**config.mk**
```make
export PLATFORM = sky130hd
export DESIGN_NAME = pis_ctrl
export DESIGN_NICKNAME = d
export VERILOG_FILES = /design/src/rtl/pis_pkg.sv /design/src/rtl/pis_ctrl.sv
export VERILOG_INCLUDE_DIRS = /design/src /design/src/rtl
export SDC_FILE = /design/constraint.sdc
export NUM_CORES = 1
export LEC_CHECK = 0
export ABC_CLOCK_PERIOD_IN_PS = 4200
export CORE_AREA = 2 2 104 106
export DETAILED_ROUTE_END_ITERATION = 16
export DIE_AREA = 0 0 106 108
export DONT_BUFFER_PORTS = 1
export HOLD_SLACK_MARGIN = 0.1
export PLACE_DENSITY = 0.81
export SYNTH_ARGS = -nofsm -noshare
export SYNTH_HDL_FRONTEND = slang
export SYNTH_SLANG_ARGS = --single-unit
```
**constraint.sdc**
```tcl
create_clock -name clock -period 4.2 [get_ports clock]
set_input_delay 0.42 -clock clock [delete_from_list [all_inputs] [get_ports clock]]
set_output_delay 0.42 -clock clock [all_outputs]
set_load 0.05 [all_outputs]
```
**src/rtl/assert_macros.svh**
```systemverilog
// Assertion macros for the interleaver RTL, used by pis_ctrl.
// No dependencies; include by bare file name where assertions are written.
`ifndef ASSERT_MACROS_SVH
`define ASSERT_MACROS_SVH

// antecedent implies consequent in the same cycle
`define PIS_ASSERT_IMP(name, clk, rst, ante, cons, msg) \
   name: assert property (@(posedge clk) disable iff (rst) (ante) |-> (cons)) \
      else $error(msg);

// antecedent implies consequent in the next cycle
`define PIS_ASSERT_NEXT(name, clk, rst, ante, cons, msg) \
   name: assert property (@(posedge clk) disable iff (rst) (ante) |=> (cons)) \
      else $error(msg);

`endif

```
**src/rtl/pis_pkg.sv**
```systemverilog
// Package for the permutation interleaver: widths, codes, state and control types.
// No dependencies; imported by pis_spread, pis_ctrl and the top level.
`timescale 1ns / 1ps
`default_nettype none
package pis_pkg;

   localparam int ADDR_W   = 10;
   localparam int DEPTH    = 1024;
   localparam int SAMPLE_W = 16;
   localparam int LEN_W    = 11;
   localparam int WIN_W    = 6;
   localparam int COUNT_W  = 16;
   localparam int IDX_W    = 2;

   localparam logic [LEN_W-1:0] MAX_LEN       = LEN_W'(DEPTH);
   localparam logic [LEN_W-1:0] RESET_LEN     = LEN_W'(1024);
   localparam logic [WIN_W-1:0] RESET_WINDOW  = WIN_W'(45);

   typedef enum logic [IDX_W-1:0] {
      CSR_BLOCK_LEN = 2'd0,
      CSR_WINDOW    = 2'd1,
      CSR_DIRECTION = 2'd2
   } csr_idx_type;

   typedef enum logic [1:0] {
      MODE_TABLE  = 2'd0,
      MODE_SAMPLE = 2'd1,
      MODE_READ   = 2'd2,
      MODE_SPREAD = 2'd3
   } mode_type;

   typedef enum logic [1:0] {
      KIND_ACK    = 2'd0,
      KIND_SAMPLE = 2'd1,
      KIND_SPREAD = 2'd2
   } kind_type;

   typedef enum logic [2:0] {
      ST_IDLE,
      ST_SWR,
      ST_TRD,
      ST_SRD,
      ST_WI,
      ST_WA,
      ST_WB
   } state_type;

   typedef struct packed {
      logic             init;
      logic             update;
      logic [LEN_W-1:0] init_len;
   } spr_ctl_type;

endpackage
`default_nettype wire

```
**src/rtl/pis_ctrl.sv**
```systemverilog
// Sequencer of the interleaver: memory accesses per transaction, spread walk, result register.
// Depends on pis_pkg and assert_macros.svh; drives both RAMs and pis_spread.
`timescale 1ns / 1ps
`default_nettype none
`include "assert_macros.svh"
module pis_ctrl
   import pis_pkg::*;
(
   input  wire logic                 clock,
   input  wire logic                 reset,
   input  wire logic                 start,
   output logic                      busy,
   input  wire logic [1:0]           req_mode,
   input  wire logic [ADDR_W-1:0]    req_position,
   input  wire logic [ADDR_W-1:0]    req_table_value,
   input  wire logic [SAMPLE_W-1:0]  req_sample_in,
   input  wire logic [LEN_W-1:0]     block_len,
   input  wire logic [WIN_W-1:0]     window,
   input  wire logic                 direction,
   output logic                      tab_we,
   output logic      [ADDR_W-1:0]    tab_waddr,
   output logic      [ADDR_W-1:0]    tab_wdata,
   output logic      [ADDR_W-1:0]    tab_raddr,
   input  wire logic [ADDR_W-1:0]    tab_rdata,
   output logic                      smp_we,
   output logic      [ADDR_W-1:0]    smp_waddr,
   output logic      [SAMPLE_W-1:0]  smp_wdata,
   output logic      [ADDR_W-1:0]    smp_raddr,
   input  wire logic [SAMPLE_W-1:0]  smp_rdata,
   output spr_ctl_type               spr_ctl,
   output logic      [ADDR_W-1:0]    spr_a,
   output logic      [ADDR_W-1:0]    spr_b,
   output logic      [WIN_W-1:0]     spr_gap,
   input  wire logic [LEN_W-1:0]     min_spread,
   input  wire logic [COUNT_W-1:0]   bad_count,
   output logic                      rsp_valid,
   output logic      [1:0]           rsp_kind,
   output logic      [SAMPLE_W-1:0]  rsp_sample_out,
   output logic      [LEN_W-1:0]     rsp_min_spread,
   output logic      [COUNT_W-1:0]   rsp_bad_pair_count
);

   state_type           state_ff, state_in;
   logic [LEN_W-1:0]    i_ff, i_in;
   logic [LEN_W-1:0]    j_ff, j_in;
   logic [ADDR_W-1:0]   a_ff, a_in;
   logic [SAMPLE_W-1:0] hold_ff, hold_in;

   logic                rsp_valid_ff, rsp_valid_in;
   kind_type            rsp_kind_ff, rsp_kind_in;
   logic [SAMPLE_W-1:0] rsp_sample_ff, rsp_sample_in;
   logic [LEN_W-1:0]    rsp_min_ff, rsp_min_in;
   logic [COUNT_W-1:0]  rsp_count_ff, rsp_count_in;

   logic                accept;
   mode_type            mode_sel;
   logic [LEN_W-1:0]    n_eff;
   logic [LEN_W-1:0]    i_inc;
   logic [LEN_W-1:0]    j_inc;
   logic [WIN_W-1:0]    gap;
   logic                walk_end;
   logic                more_j;

   assign accept   = start && (state_ff == ST_IDLE);
   assign busy     = (state_ff != ST_IDLE);
   assign mode_sel = mode_type'(req_mode);
   assign n_eff    = (block_len > MAX_LEN) ? MAX_LEN : block_len;
   assign i_inc    = i_ff + LEN_W'(1);
   assign j_inc    = j_ff + LEN_W'(1);
   assign gap      = WIN_W'(j_ff - i_ff);
   assign walk_end = (i_inc >= n_eff) || (window == '0);
   assign more_j   = (j_inc < n_eff) && (gap < window);

   // next state
   always_comb begin
      state_in = state_ff;
      unique case (state_ff)
         ST_IDLE: begin
            if (accept) begin
               unique case (mode_sel)
                  MODE_TABLE:  state_in = ST_IDLE;
                  MODE_SAMPLE: state_in = direction ? ST_SWR : ST_IDLE;
                  MODE_READ:   state_in = direction ? ST_SRD : ST_TRD;
                  MODE_SPREAD: state_in = ST_WI;
                  default:     state_in = ST_IDLE;
               endcase
            end
         end
         ST_SWR:  state_in = ST_IDLE;
         ST_TRD:  state_in = ST_SRD;
         ST_SRD:  state_in = ST_IDLE;
         ST_WI:   state_in = walk_end ? ST_IDLE : ST_WA;
         ST_WA:   state_in = ST_WB;
         ST_WB:   state_in = more_j ? ST_WB : ST_WI;
         default: state_in = ST_IDLE;
      endcase
   end

   // outputs and datapath
   always_comb begin
      tab_we        = 1'b0;
      tab_waddr     = req_position;
      tab_wdata     = req_table_value;
      tab_raddr     = req_position;
      smp_we        = 1'b0;
      smp_waddr     = req_position;
      smp_wdata     = req_sample_in;
      smp_raddr     = req_position;
      spr_ctl       = '0;
      spr_ctl.init_len = n_eff;
      i_in          = i_ff;
      j_in          = j_ff;
      a_in          = a_ff;
      hold_in       = hold_ff;
      rsp_valid_in  = 1'b0;
      rsp_kind_in   = KIND_ACK;
      rsp_sample_in = '0;
      rsp_min_in    = '0;
      rsp_count_in  = '0;
      unique case (state_ff)
         ST_IDLE: begin
            if (accept) begin
               case (mode_sel)
                  MODE_TABLE: begin
                     tab_we       = 1'b1;
                     rsp_valid_in = 1'b1;
                  end
                  MODE_SAMPLE: begin
                     hold_in = req_sample_in;
                     if (!direction) begin
                        smp_we       = 1'b1;
                        rsp_valid_in = 1'b1;
                     end
                  end
                  MODE_SPREAD: begin
                     i_in         = '0;
                     spr_ctl.init = 1'b1;
                  end
                  default: ;
               endcase
            end
         end
         ST_SWR: begin
            smp_we       = 1'b1;
            smp_waddr    = tab_rdata;
            smp_wdata    = hold_ff;
            rsp_valid_in = 1'b1;
         end
         ST_TRD: begin
            smp_raddr = tab_rdata;
         end
         ST_SRD: begin
            rsp_valid_in  = 1'b1;
            rsp_kind_in   = KIND_SAMPLE;
            rsp_sample_in = smp_rdata;
         end
         ST_WI: begin
            tab_raddr = i_ff[ADDR_W-1:0];
            if (walk_end) begin
               rsp_valid_in = 1'b1;
               rsp_kind_in  = KIND_SPREAD;
               rsp_min_in   = min_spread;
               rsp_count_in = bad_count;
            end
         end
         ST_WA: begin
            a_in      = tab_rdata;
            j_in      = i_inc;
            tab_raddr = i_inc[ADDR_W-1:0];
         end
         ST_WB: begin
            spr_ctl.update = 1'b1;
            if (more_j) begin
               j_in      = j_inc;
               tab_raddr = j_inc[ADDR_W-1:0];
            end else begin
               i_in = i_inc;
            end
         end
         default: ;
      endcase
   end

   assign spr_a   = a_ff;
   assign spr_b   = tab_rdata;
   assign spr_gap = gap;

   always_ff @(posedge clock) begin
      if (reset) begin
         state_ff     <= ST_IDLE;
         rsp_valid_ff <= 1'b0;
      end else begin
         state_ff     <= state_in;
         rsp_valid_ff <= rsp_valid_in;
      end
      i_ff          <= i_in;
      j_ff          <= j_in;
      a_ff          <= a_in;
      hold_ff       <= hold_in;
      rsp_kind_ff   <= rsp_kind_in;
      rsp_sample_ff <= rsp_sample_in;
      rsp_min_ff    <= rsp_min_in;
      rsp_count_ff  <= rsp_count_in;
   end

   assign rsp_valid          = rsp_valid_ff;
   assign rsp_kind           = rsp_kind_ff;
   assign rsp_sample_out     = rsp_sample_ff;
   assign rsp_min_spread     = rsp_min_ff;
   assign rsp_bad_pair_count = rsp_count_ff;

   `PIS_ASSERT_IMP(a_walk_order, clock, reset, state_ff == ST_WB, (j_ff > i_ff) && (j_ff < n_eff) && (gap <= window), "spread walk left its pair window")
   `PIS_ASSERT_IMP(a_smp_write_state, clock, reset, smp_we, (state_ff == ST_IDLE) || (state_ff == ST_SWR), "sample write outside a write transaction")
   `PIS_ASSERT_NEXT(a_table_ack, clock, reset, accept && (req_mode == MODE_TABLE), rsp_valid_ff && (rsp_kind_ff == KIND_ACK) && (state_ff == ST_IDLE), "table write not acknowledged")
   `PIS_ASSERT_NEXT(a_read_result, clock, reset, state_ff == ST_SRD, rsp_valid_ff && (rsp_kind_ff == KIND_SAMPLE), "sample read gave no result")

endmodule
`default_nettype wire

```
==> impl_metrics.yaml <==
outcome:
  status: "completed"
logic_synthesis:
  synth_cells: 558
  synth_edf_count: 48
  synth.distinct_cells: 60
  synth-simple-area-share_pct: 17.3
  ys_warn_count: 0
  synth_top_family_by_area: "simple AND/OR/NAND/NOR gates"
  synth-adder-area-share_pct: 7.54
  ys.flop_type: "dfxtp_1"
  synth.area.mux_share_pct: 6.80
  synth_fp_nets: 704
  ys_ff_latch: 97
  yosysSeqAreaShare_pct: 42.2
  synth_xor_area_share_pct: 3.82
  synth_compound_area_share_pct: 13.3
  async_flop_share_pct: 0
  synth_area_per_cell_um2: 10.3
  synth_area_um2: 5740
sta:
  setup_tns_ns: 0
  finalMaxSlewViolations: 0
  worst_pin_slew_ns: 0.955
  final_hold_viol_count: 0
  fmax_mhz: 247
  fin_crit_sh_pct: 96.4
  slew_headroom_pct: 35.9
  final-setup-viol-count: 0
  min_period_ns: 4.05
  timing.hold.ws_ns: 0.142
  skew_ns: 0.0165
clocking:
  insertion_delay_ns: 0.37
  cts_sinks: 97
  clk_path_buf_depth: 2
  clockRootBuffer: "clkbuf_8"
  hold_buffers: 0
  path_clk_slew_ns: 0.11
  h-tree-depth: 3
  cts_buffers: 9
  cts_tree: "built"
job:
  maxCapViolCount: 0
pwr:
  p_comb_share_pct: 26.0
  power.share.sequential_pct: 47.6
  p_sw_w: 0.000807
  intPower_w: 0.00144
  peakVddDrop_v: 0.000226
  sw_frac_of_total_pct: 36.0
  leakagePower_nw: 2.37
  pwr-share-clk_pct: 26.4
  p_per_area_nw_per_um2: 359
floorplan:
  core_area_um2: 10200
  num_io_pins: 266
  fp-row-count: 37
  die_w_um: 106
  die_y_um: 108
  dieArea_um2: 11400
  start_util_pct: 56.1
worst_setup_path:
  critPathKind: "reg2out"
  end_kind: "output pin"
  cp_max_fo: 7
  r2r_slack_ns: 0.42
  start_kind: "flip-flop"
  critPathRequiredTime_ns: 3.78
  cp.arrival_ns: 3.63
finish:
  layout_common_cells: "edfxtp_1, dfxtp_1, inv_1"
  drive_gt1_share_pct: 22.1
  antenna_cells: 0
  areaGrowthSynthToFinish_pct: 8.90
  fin_cells: 687
  layout.nets: 692
place:
  port_buffers: 0
  dp_hpwl_mm: 11.8
  finalWeightedCongestion: 0.939
  dp_cells: 667
drt:
  drtAntennaViolNets: 0
  dr.pass1.iters: 6
  via_per_inst: 6.26
  drc: 0
  num_vias: 4298
  totalWireLength_mm: 15.5
  wl_per_cell_um: 22.6
  first_iter_violations: 360
grt:
  grt.total_usage_pct: 25.2
  grt_max_degree: 36
  gr-total-overflow: 0
  grt_antenna_before_repair: 0
  grt_pass1_vias: 4083
  grt_pass1_wl_mm: 22.2
hold_path:
  hold_class: "in2reg"
## kinds of logic (layout without fill, tap and decap cells)
group,count (synthesis),after routing
and+or+nand+nor,159,159
adders and majority gates,34,34
AOI/OAI and AO/OA,107,108
muxes,35,35
buffers and inverters,101,93
xor gates and xnor gates,25,25
DFF,97,97
## final timing paths
kind / startpoint / endpoint / cells after the start
setup / recovery: i_ff[0] / tab_raddr[7] / 14
hold / removal: tab_rdata[3] / spr_a[3] / 0
setup reg to reg: i_ff[0] / rsp_bad_pair_count[15] / 12
hold reg to reg: i_ff[10] / i_ff[10] / 2
## final cells by class
type,count,area (um2)
fill,823,3980
multi-input combinational,361,2930
sequential,97,2420
timing repair buffer,32,365
tap,136,170
inverter,45,169
clock buffer,10,138
clock inverter,6,57.6
## routing by layer
layer	up-vias	track usage, %	part of all wire [%]	wire length, um
li1	1953	-	-	-
met1	2043	28.8	36	5620
met2	272	46.0	52	8140
met3	30	5.91	8.3	1290
met4	0	9.59	3.2	490
met5	-	0	0	0
## power by group through the flow
stage / combinational, W / clock (W) / sequential (W)
finish: 0.000583 / 0.000593 / 0.00107
global route: 0.000610 / 0.000639 / 0.00107
CTS: 0.000563 / 0.000602 / 0.00107
detailed placement: 0.000557 / 0 / 0.00109
global placement: 0.000548 / 0 / 0.00109
floorplan: 0.000531 / 0 / 0.00107
## timing repair
action | 4_1_cts | 5_1_grt
endpoints found under the setup margin | 2 | 8
gates resized for setup | 1 | 9
cloned | 0 | 1
buffers inserted | 0 | 3
pin swaps | 0 | 3
## registers in the layout (all words and copies together), names as in the netlist
name	cells
i_ff	11
spr_a	10
j_ff	11
hold_ff	16
rsp_min_spread	11
rsp_valid	1
rsp_bad_pair_count	16
state_ff	3
rsp_kind	2
rsp_sample_out	16
## per-stage QoR
stage / power [W] / cell area [um2] / util [%] / setup slack (ns)
5_1_grt: 0.00232 / 6250 / 61.1 / -0.0319
2_1_floorplan: 0.00160 / 5780 / - / 0.0896
3_3_place_gp: 0.00164 / 5960 / 58.3 / 0.421
3_5_place_dp: 0.00165 / 5960 / 58.3 / 0.396
4_1_cts: 0.00223 / 6170 / 60.3 / 0.131
6_report: 0.00224 / 6250 / 61.1 / 0.151
## synth_stat cells (5+ instances only)
library cell,instances,area (um2)
and2_1,19,119
edfxtp_1,48,1440
ha_1,33,413
inv_1,40,150
buf_2,5,25.0
a21o_1,6,45.0
nor4b_2,19,285
nor2_1,34,128
xor2_1,6,52.6
a21oi_1,33,165
o21ai_1,10,50.1
mux2_2,22,248
buf_4,30,225
xnor2_1,19,166
nand2_1,37,139
nor4b_1,9,78.8
clkbuf_1,17,63.8
nor3_1,10,50.1
nand4_1,7,43.8
nand3_1,11,55.1
mux2_1,10,113
dfxtp_1,49,981
a2bb2oi_1,7,61.3
o21ai_0,12,60.1
## worst max-delay path: stages, from the launching register on
cell	delay [ns]
edfxtp_1	0.54
ha_1	0.20
inv_1	0.06
fa_1	0.39
a21oi_1	0.16
nor2_1	0.05
nor2_1	0.12
xnor2_1	0.12
ha_1	0.31
nand2_1	0.07
o21a_2	0.26
o221a_4	0.32
a21oi_1	0.24
a2bb2oi_2	0.27
buf_12	0.17
Note: power is estimated with default switching activity, not from simulation.
