==> src/rtl/assert_macros.svh <==
// Assertion macros for the interleaver RTL, used by pis_ctrl.
// No dependencies; include by bare file name where assertions are written.
`ifndef ASSERT_MACROS_SVH
`define ASSERT_MACROS_SVH

// antecedent implies consequent in the same cycle
`define PIS_ASSERT_IMP(name, clk, rst, ante, cons, msg) \
   name: assert property (@(posedge clk) disable iff (rst) (ante) |-> (cons)) \
      else $error(msg);

// antecedent implies consequent in the next cycle
`define PIS_ASSERT_NEXT(name, clk, rst, ante, cons, msg) \
   name: assert property (@(posedge clk) disable iff (rst) (ante) |=> (cons)) \
      else $error(msg);

`endif

==> src/rtl/pis_pkg.sv <==
// Package for the permutation interleaver: widths, codes, state and control types.
// No dependencies; imported by pis_spread, pis_ctrl and the top level.
`timescale 1ns / 1ps
`default_nettype none
package pis_pkg;

   localparam int ADDR_W   = 10;
   localparam int DEPTH    = 1024;
   localparam int SAMPLE_W = 16;
   localparam int LEN_W    = 11;
   localparam int WIN_W    = 6;
   localparam int COUNT_W  = 16;
   localparam int IDX_W    = 2;

   localparam logic [LEN_W-1:0] MAX_LEN       = LEN_W'(DEPTH);
   localparam logic [LEN_W-1:0] RESET_LEN     = LEN_W'(1024);
   localparam logic [WIN_W-1:0] RESET_WINDOW  = WIN_W'(45);

   typedef enum logic [IDX_W-1:0] {
      CSR_BLOCK_LEN = 2'd0,
      CSR_WINDOW    = 2'd1,
      CSR_DIRECTION = 2'd2
   } csr_idx_type;

   typedef enum logic [1:0] {
      MODE_TABLE  = 2'd0,
      MODE_SAMPLE = 2'd1,
      MODE_READ   = 2'd2,
      MODE_SPREAD = 2'd3
   } mode_type;

   typedef enum logic [1:0] {
      KIND_ACK    = 2'd0,
      KIND_SAMPLE = 2'd1,
      KIND_SPREAD = 2'd2
   } kind_type;

   typedef enum logic [2:0] {
      ST_IDLE,
      ST_SWR,
      ST_TRD,
      ST_SRD,
      ST_WI,
      ST_WA,
      ST_WB
   } state_type;

   typedef struct packed {
      logic             init;
      logic             update;
      logic [LEN_W-1:0] init_len;
   } spr_ctl_type;

endpackage
`default_nettype wire

==> src/rtl/pis_spread.sv <==
// Spread accumulator: pair distance, running minimum and saturating count of close pairs.
// Depends on pis_pkg; driven by pis_ctrl.
`timescale 1ns / 1ps
`default_nettype none
module pis_spread
   import pis_pkg::*;
(
   input  wire logic                 clock,
   input  wire spr_ctl_type          ctl,
   input  wire logic [ADDR_W-1:0]    val_a,
   input  wire logic [ADDR_W-1:0]    val_b,
   input  wire logic [WIN_W-1:0]     gap,
   input  wire logic [WIN_W-1:0]     window,
   output logic      [LEN_W-1:0]     min_spread,
   output logic      [COUNT_W-1:0]   bad_count
);

   logic [LEN_W-1:0]   spread_ff, spread_in;
   logic [COUNT_W-1:0] count_ff, count_in;
   logic [ADDR_W-1:0]  diff;
   logic [LEN_W-1:0]   pair_d;
   logic [WIN_W-1:0]   half;

   always_comb begin
      diff   = (val_a > val_b) ? (val_a - val_b) : (val_b - val_a);
      pair_d = LEN_W'(diff) + LEN_W'(gap);
      half   = window >> 1;
      spread_in = spread_ff;
      count_in  = count_ff;
      if (ctl.init) begin
         spread_in = ctl.init_len;
         count_in  = '0;
      end else if (ctl.update) begin
         if (pair_d < spread_ff) begin
            spread_in = pair_d;
         end
         if ((pair_d < LEN_W'(half)) && (count_ff != '1)) begin
            count_in = count_ff + COUNT_W'(1);
         end
      end
   end

   always_ff @(posedge clock) begin
      spread_ff <= spread_in;
      count_ff  <= count_in;
   end

   assign min_spread = spread_ff;
   assign bad_count  = count_ff;

endmodule
`default_nettype wire

==> config.mk <==
export PLATFORM = sky130hd
export DESIGN_NAME = pis_spread
export DESIGN_NICKNAME = d
export VERILOG_FILES = /design/src/rtl/assert_macros.svh /design/src/rtl/pis_pkg.sv /design/src/rtl/pis_spread.sv
export SDC_FILE = /design/constraint.sdc
export NUM_CORES = 1
export LEC_CHECK = 0
export BUFFER_PORTS_ARGS = -buffer_cell sky130_fd_sc_hd__buf_2
export CORE_ASPECT_RATIO = 1.25
export CORE_MARGIN = 3
export CORE_UTILIZATION = 59
export DETAILED_ROUTE_END_ITERATION = 7
export PLACE_DENSITY = 0.88
export SYNTH_ARGS = -nofsm -noshare
export SYNTH_HDL_FRONTEND = slang
export SYNTH_SLANG_ARGS = --single-unit
==> constraint.sdc <==
create_clock -name clock -period 12.1 [get_ports clock]
set_input_delay 1.21 -clock clock [delete_from_list [all_inputs] [get_ports clock]]
set_output_delay 1.21 -clock clock [all_outputs]
set_load 0.05 [all_outputs]
==> run metrics, run 1 <==
status finished clean; max_slew headroom between 40% and 50%; #FFs+latches synth 27; top cells by count, synth inv_1, ha_1, a21oi_1; root buf cell clkbuf_8; Area after DPL 3213 um2; Die X about 70 um; htree depth 1; min-delay src bad_count[5]$_SDFFE_PP0P_; post-CTS sizing 0; DPL Wire Length 5287 um; R2R Path End bad_count[1]$_SDFFE_PP0P_; most frequent cell after synthesis inv_1; largest net degree at the start of global routing 35; Slew Limit Fails 0; RSZ-0062 raised after global routing false; Final Hold Fails 0; crit path DAT between 6 and 7 ns; Die Area 5729 um2; Syn-to-layout area delta 13.90%; Lkg Pwr 1.599 nW; Pwr Density about 140 nW/um2; worst min path class register to register; antenna viol nets, final 0; vias around 2700; highest clock rate roughly 150 MHz; antenna violations before repair 0; global-route wire length before repair roughly 11000 um; core area approximately 4500 um2; worst slew pin tran ~0.77 ns; I/O Buffers a little over 70; Setup crit end kind register; clk buf depth 2; Max Cap Viol 0; via/cell ratio 5.770; area of the multi-input gates 1943 um2; mapped cell area approximately 2900 um2; met2 Use GR roughly 41%; FF-to-FF Start bad_count[2]$_SDFFE_PP0P_; layout cells sized above 1 approximately 22%; row cnt 27; # DRC 0; Sequential cell area between 600 and 700 um2; Mapped Cells 350; top post-synthesis cells by area ha_1, edfxtp_1, dfxtp_1; initial core utilization 63.24%; top cell type's share of synthesized area about 17%; Synth cell types 54; Worst Hold End bad_count[5]$_SDFFE_PP0P_; period utilization a little over half; number of DRC markers in iteration 0 around 160; Antenna Cells 0; post-synth top area cell ha_1; Post-Syn Nets around 440; number of synthesized flops with an enable pin 11; final wirelength 6590 um; R2R Setup Slk approximately 9.5 ns; worst vdd rail ir drop between 60 and 70 uV; Routed WL per cell roughly 14 um; Final Cell Area 3261 um2; Num CTS Buffers 3; GRT Util Overall between 20 and 25%; asr flop ratio synth 0%; Yosys Warn Count 0; gpl congestion between 0.9 and 1; Hold Buf Count CTS 0; Die Ht about 84 um; fin nets approximately 500; Cells on Worst Hold Path 2; crit path max fanout 13; setup_tns 0 ns; Clock Latency Late Sink around 0.28 ns; Worst Path Required 12.02 ns; Fillers 383; crit path launch type input pin; I/O Pins 73; grt total ovfl 0; syn_area_per_cell ~8.2 um2; register area share after synthesis between 20% and 30%; Setup-failing EPs final 0; crit path time final ~6.6 ns; DRT Pass-1 Iters 6; busiest grt layer met2; GR Layer Usage met3 about 2.6%; Util after Layout between 70 and 80%; Post-CTS Setup Bufs 0; worst-case reg-to-reg path depth 9; skew final roughly 0.0097 ns; Synth Flop Type dfxtp_1; vias in the first global route between 2000 and 3000; clk sinks 27; CTS tree built; clock slew at reported path FFs about 0.10 ns; met1 usage a little over a quarter; worst setup path class input pin to register
==> area by class of cell <==
type / count / area share, %
inverter: 51 / 5.871
multi-input combinational: 258 / 59.59
tap: 58 / 2.226
sequential: 27 / 19.95
clock inverter: 1 / 0.1919
clock buffer: 3 / 1.266
timing repair buffer: 71 / 10.90
==> registers in the layout, summed over array words and instances, names as in the netlist <==
name,flops
bad_count,16
min_spread,11
==> critical path, cell delays in order <==
cell	delay, ns
buf_2	0.11
inv_1	0.05
ha_1	0.16
inv_1	0.06
fa_1	0.40
a21o_1	0.21
a221o_1	0.32
o211ai_2	0.65
mux2_2	0.43
ha_1	0.29
a211oi_1	0.24
nor2_1	0.10
or3_1	0.31
a31oi_1	0.25
a21oi_2	0.06
xor2_1	0.35
inv_1	0.09
ha_1	0.30
nand2_1	0.06
nor2_1	0.04
a211oi_1	0.20
maj3_1	0.22
o22a_1	0.44
==> worst max path at each step <==
| stage | start | endpoint | cells after the start |
|---|---|---|---|
| CTS | val_a[0] | min_spread[0]$_DFFE_PP_ | 23 |
| finish | val_a[0] | min_spread[7]$_DFFE_PP_ | 23 |
| detailed placement | val_a[0] | min_spread[0]$_DFFE_PP_ | 23 |
| global route | val_a[0] | min_spread[7]$_DFFE_PP_ | 23 |
| global placement | val_a[0] | min_spread[3]$_DFFE_PP_ | 23 |
| floorplan | val_a[0] | min_spread[0]$_DFFE_PP_ | 23 |
==> per-stage QoR <==
step | power, mW | instances | hold slack [ns] | setup WS [ns]
after global placement | 0.3779 | 465 | 0.4765 | 5.323
final | 0.4441 | 469 | 0.5071 | 5.477
after global routing | 0.4779 | 469 | 0.5370 | 5.103
after floorplan | 0.3332 | 350 | 0.7156 | 6.046
after CTS | 0.4442 | 469 | 0.5061 | 5.501
after detailed placement | 0.3911 | 465 | 0.4924 | 5.208
==> layer usage <==
layer / routed length (um) / vias up
met2: 3531 / 77
met1: 2578 / 1240
met3: 299 / 16
met5: 0 / -
met4: 180 / 0
li1: - / 1373
==> kinds of logic (layout without fill, tap and decap cells) <==
| group | count (synthesis) | in the layout | synth area share, % |
|---|---|---|---|
| AO/OA/AOI/OAI | 97 | 97 | 21.77 |
| XOR/XNOR | 14 | 14 | 4.546 |
| adder cells (fa/ha/maj) | 42 | 42 | 19.06 |
| buffers and inverters | 65 | 126 | 9.397 |
| flip-flops | 27 | 27 | 22.73 |
| multiplexers | 13 | 13 | 4.852 |
| AND/OR/NAND/NOR | 92 | 92 | 17.66 |
==> power by group <==
group          total, mW  switching [mW]  internal, mW
clock network     0.0530          0.0294        0.0236
registers          0.123         0.00737         0.115
logic              0.268           0.172        0.0961
total              0.444           0.209         0.235
==> cells in the final DEF, fill, tap and decap left out, drive strengths merged, types with 2 or more instances in the layout <==
| master | count |
|---|---|
| nor2b | 3 |
| mux2 | 7 |
| and2 | 4 |
| nand2 | 26 |
| nor4 | 2 |
| nand4 | 5 |
| o32ai | 2 |
| inv | 52 |
| clkbuf | 3 |
| a21boi | 2 |
| a221oi | 3 |
| o21a | 3 |
| or4 | 7 |
| nand2b | 2 |
| edfxtp | 11 |
| nor3 | 5 |
| xor2 | 7 |
| a211oi | 6 |
| o31ai | 5 |
| a21o | 9 |
| dfxtp | 16 |
| or3 | 15 |
| buf | 71 |
| o21ai | 25 |
| a21oi | 31 |
| ha | 38 |
| xnor2 | 7 |
| o211ai | 3 |
| and3 | 3 |
| mux2i | 6 |
| fa | 3 |
| nand3 | 6 |
| nand3b | 2 |
| nor2 | 9 |
Note: power is estimated with default switching activity, not from simulation.
==> run 2: changes to the inputs <==
- ABC_AREA: default -> 1
- CORE_UTILIZATION: 59 -> 56
- PLACE_DENSITY: 0.88 -> 0.82
- clock period: 12.1 -> 6.5 ns (I/O delays scaled with it)
==> run metrics, run 2 <==
status finished clean; Clock Latency Late Sink 0.27 ns; Yosys Warn Count 0; Antenna Cells 0; most common cell type on the critical path nand2_1; R2R Path End min_spread[6]$_DFFE_PP_; post-CTS sizing 0; Worst Hold End bad_count[7]$_SDFFE_PP0P_; Hold Buf Count CTS 0; Final Hold Fails 0; pre-CTS WS roughly 0.76 ns; worst vdd rail ir drop about 120 uV; Syn-to-layout area delta 12.27%; grt total ovfl 0; core area approximately 5600 um2; GRT Util Overall between 20 and 25%; worst-case reg-to-reg path depth 13; clk sinks 27; most frequent cell after synthesis nand2_1; syn_area_per_cell 6.500 um2; Slew Limit Fails 0; fin nets around 670; most common cell after layout, fill and taps aside nand2_1; worst slew pin tran approximately 0.63 ns; Setup crit end kind register; clock slew at reported path FFs roughly 0.10 ns; max_slew headroom between 50% and 60%; number of DRC markers in iteration 0 approximately 190; #FFs+latches synth 27; Layout Cells excl Fill roughly 640; layout cells sized above 1 between 10% and 20%; via/cell ratio about 5.4; vias between 3000 and 4000; crit path launch type input pin; setup_tns 0 ns; most frequent cells in the layout nand2_1, inv_1, buf_2; final wirelength 7675 um; Cells on Worst Hold Path 2; antenna violations before repair 0; period utilization between 80% and 90%; DPL Wire Length 6287 um; RSZ-0062 raised after global routing false; top cell type's share of synthesized area 15.31%; Die Ht 92.28 um; crit path time final around 5.5 ns; Sequential cell area about 650 um2; initial core utilization around three fifths; Mapped Cells 513; crit path max fanout 12; worst min path class register to register; CTS tree built; # DRC 0; root buf cell clkbuf_8; top post-synthesis cells by area nand2_1, ha_1, inv_1; asr flop ratio synth 0%; global-route wire length before repair 12700 um; post-synth top area cell nand2_1; skew final ~0.0011 ns; Post-Syn Nets 600; largest net degree at the start of global routing 33; CP max stage delay roughly 0.43 ns; highest clock rate 181.3 MHz; slowest stage cell on the critical path fa_1; Fillers ~530; Worst Path Required 6.43 ns; Num CTS Buffers 3; htree depth 1; antenna viol nets, final 0; worst setup path class input pin to register; register area share after synthesis between 10% and 20%; Synth cell types 36; Die Area 6922 um2; Synth Flop Type dfxtp_1; number of synthesized flops with an enable pin 11; row cnt 30; R2R Setup Slk about 4.0 ns; Post-CTS Setup Bufs 0; Setup-failing EPs final 0; Lkg Pwr about 2 nW; DRT Pass-1 Iters 4; Routed WL per cell ~12 um; FF-to-FF Start min_spread[4]$_DFFE_PP_; clk buf depth 2; gpl congestion 0.9190; number of flip-flops in the largest register 16; Hold Slack between 0.5 and 0.6 ns; min-delay src bad_count[7]$_SDFFE_PP0P_; vias in the first global route 3213; I/O Pins between 70 and 80; I/O Buffers a little over 70; Pwr Density around 220 nW/um2; top cells by count, synth nand2_1, inv_1, ha_1; Max Cap Viol 0; setup ws final ~0.98 ns; crit path DAT about 5.4 ns; area of the multi-input gates 2223 um2; Die X between 70 and 80 um; Placed Cells between 600 and 700; mapped cell area around 3300 um2
run 2: cell count changes after synthesis, moves of 6 or more:
cell | previous run | this run
nand2_1 | 26 | 136
inv_1 | 51 | 102
nand3_1 | 6 | 33
nand4_1 | 5 | 23
or3_1 | 15 | 0
nand2_2 | 0 | 11
nor2_1 | 9 | 20
xor2_1 | 7 | 16
o21ai_1 | 8 | 0
mux2_2 | 7 | 0
or4_1 | 7 | 0
a21o_1 | 9 | 3
run 2: power breakdown:
part,total (mW),internal (mW),leakage (nW),switching (mW)
sequential,0.211,0.202,0.241,0.00962
clock,0.0997,0.0440,0.0260,0.0557
combinational,0.498,0.165,1.77,0.333
total,0.809,0.411,2.04,0.398
run 2: logic make-up (layout without fill, tap and decap cells):
family,after synthesis,in the layout,share of synthesized area (%)
and+or+nand+nor,244,244,33.70
buffers and inverters,114,178,13.81
AOI/OAI and AO/OA,63,63,10.54
adders and majority gates,41,41,16.06
DFF,27,27,19.51
xor gates and xnor gates,22,22,5.778
muxes,2,2,0.6004
run 2: per-stage QoR:
step | util (%) | instance area, um2 | power [mW]
2_1_floorplan | - | 3334 | 0.6090
3_3_place_gp | 66.09 | 3696 | 0.6916
3_5_place_dp | 66.09 | 3696 | 0.7089
4_1_cts | 66.94 | 3744 | 0.8055
5_1_grt | 66.94 | 3744 | 0.8805
6_report | 66.94 | 3744 | 0.8089
run 2: metal layers:
metal / vias to the layer above / GRT usage, % / share of wire (%)
li1: 1771 / - / -
met2: 115 / 41.57 / 52
met5: - / 0 / 0
met1: 1553 / 24.41 / 40
met3: 23 / 1.645 / 5.1
met4: 0 / 9.050 / 2.8
run 2: critical path, delay by kind of cell:
kind / cells / cell delay (ns)
buffers and inverters: 7 / 0.63
and+or+nand+nor: 14 / 1.61
adders and majority gates: 4 / 1.16
xor gates and xnor gates: 1 / 0.17
AOI/OAI and AO/OA: 7 / 1.21
run 2: how the worst max path moves through the flow:
stage | start | endpoint | slack, ns | cells after the start
5_1_grt | val_a[0] | min_spread[5]$_DFFE_PP_ | 0.48 | 33
3_5_place_dp | val_a[0] | min_spread[1]$_DFFE_PP_ | 0.76 | 33
2_1_floorplan | val_a[0] | min_spread[0]$_DFFE_PP_ | 1.66 | 32
6_report | val_a[0] | min_spread[6]$_DFFE_PP_ | 0.98 | 33
4_1_cts | val_a[0] | min_spread[1]$_DFFE_PP_ | 1.0 | 33
3_3_place_gp | val_a[0] | min_spread[1]$_DFFE_PP_ | 0.88 | 33
run 2: final cells by class:
class / instances / area share, %
Multi-Input combinational cell: 372 / 59.39
Clock buffer: 3 / 1.103
Timing Repair Buffer: 71 / 9.492
Sequential cell: 27 / 17.38
Inverter: 103 / 10.33
Tap cell: 64 / 2.139
Clock inverter: 1 / 0.1671
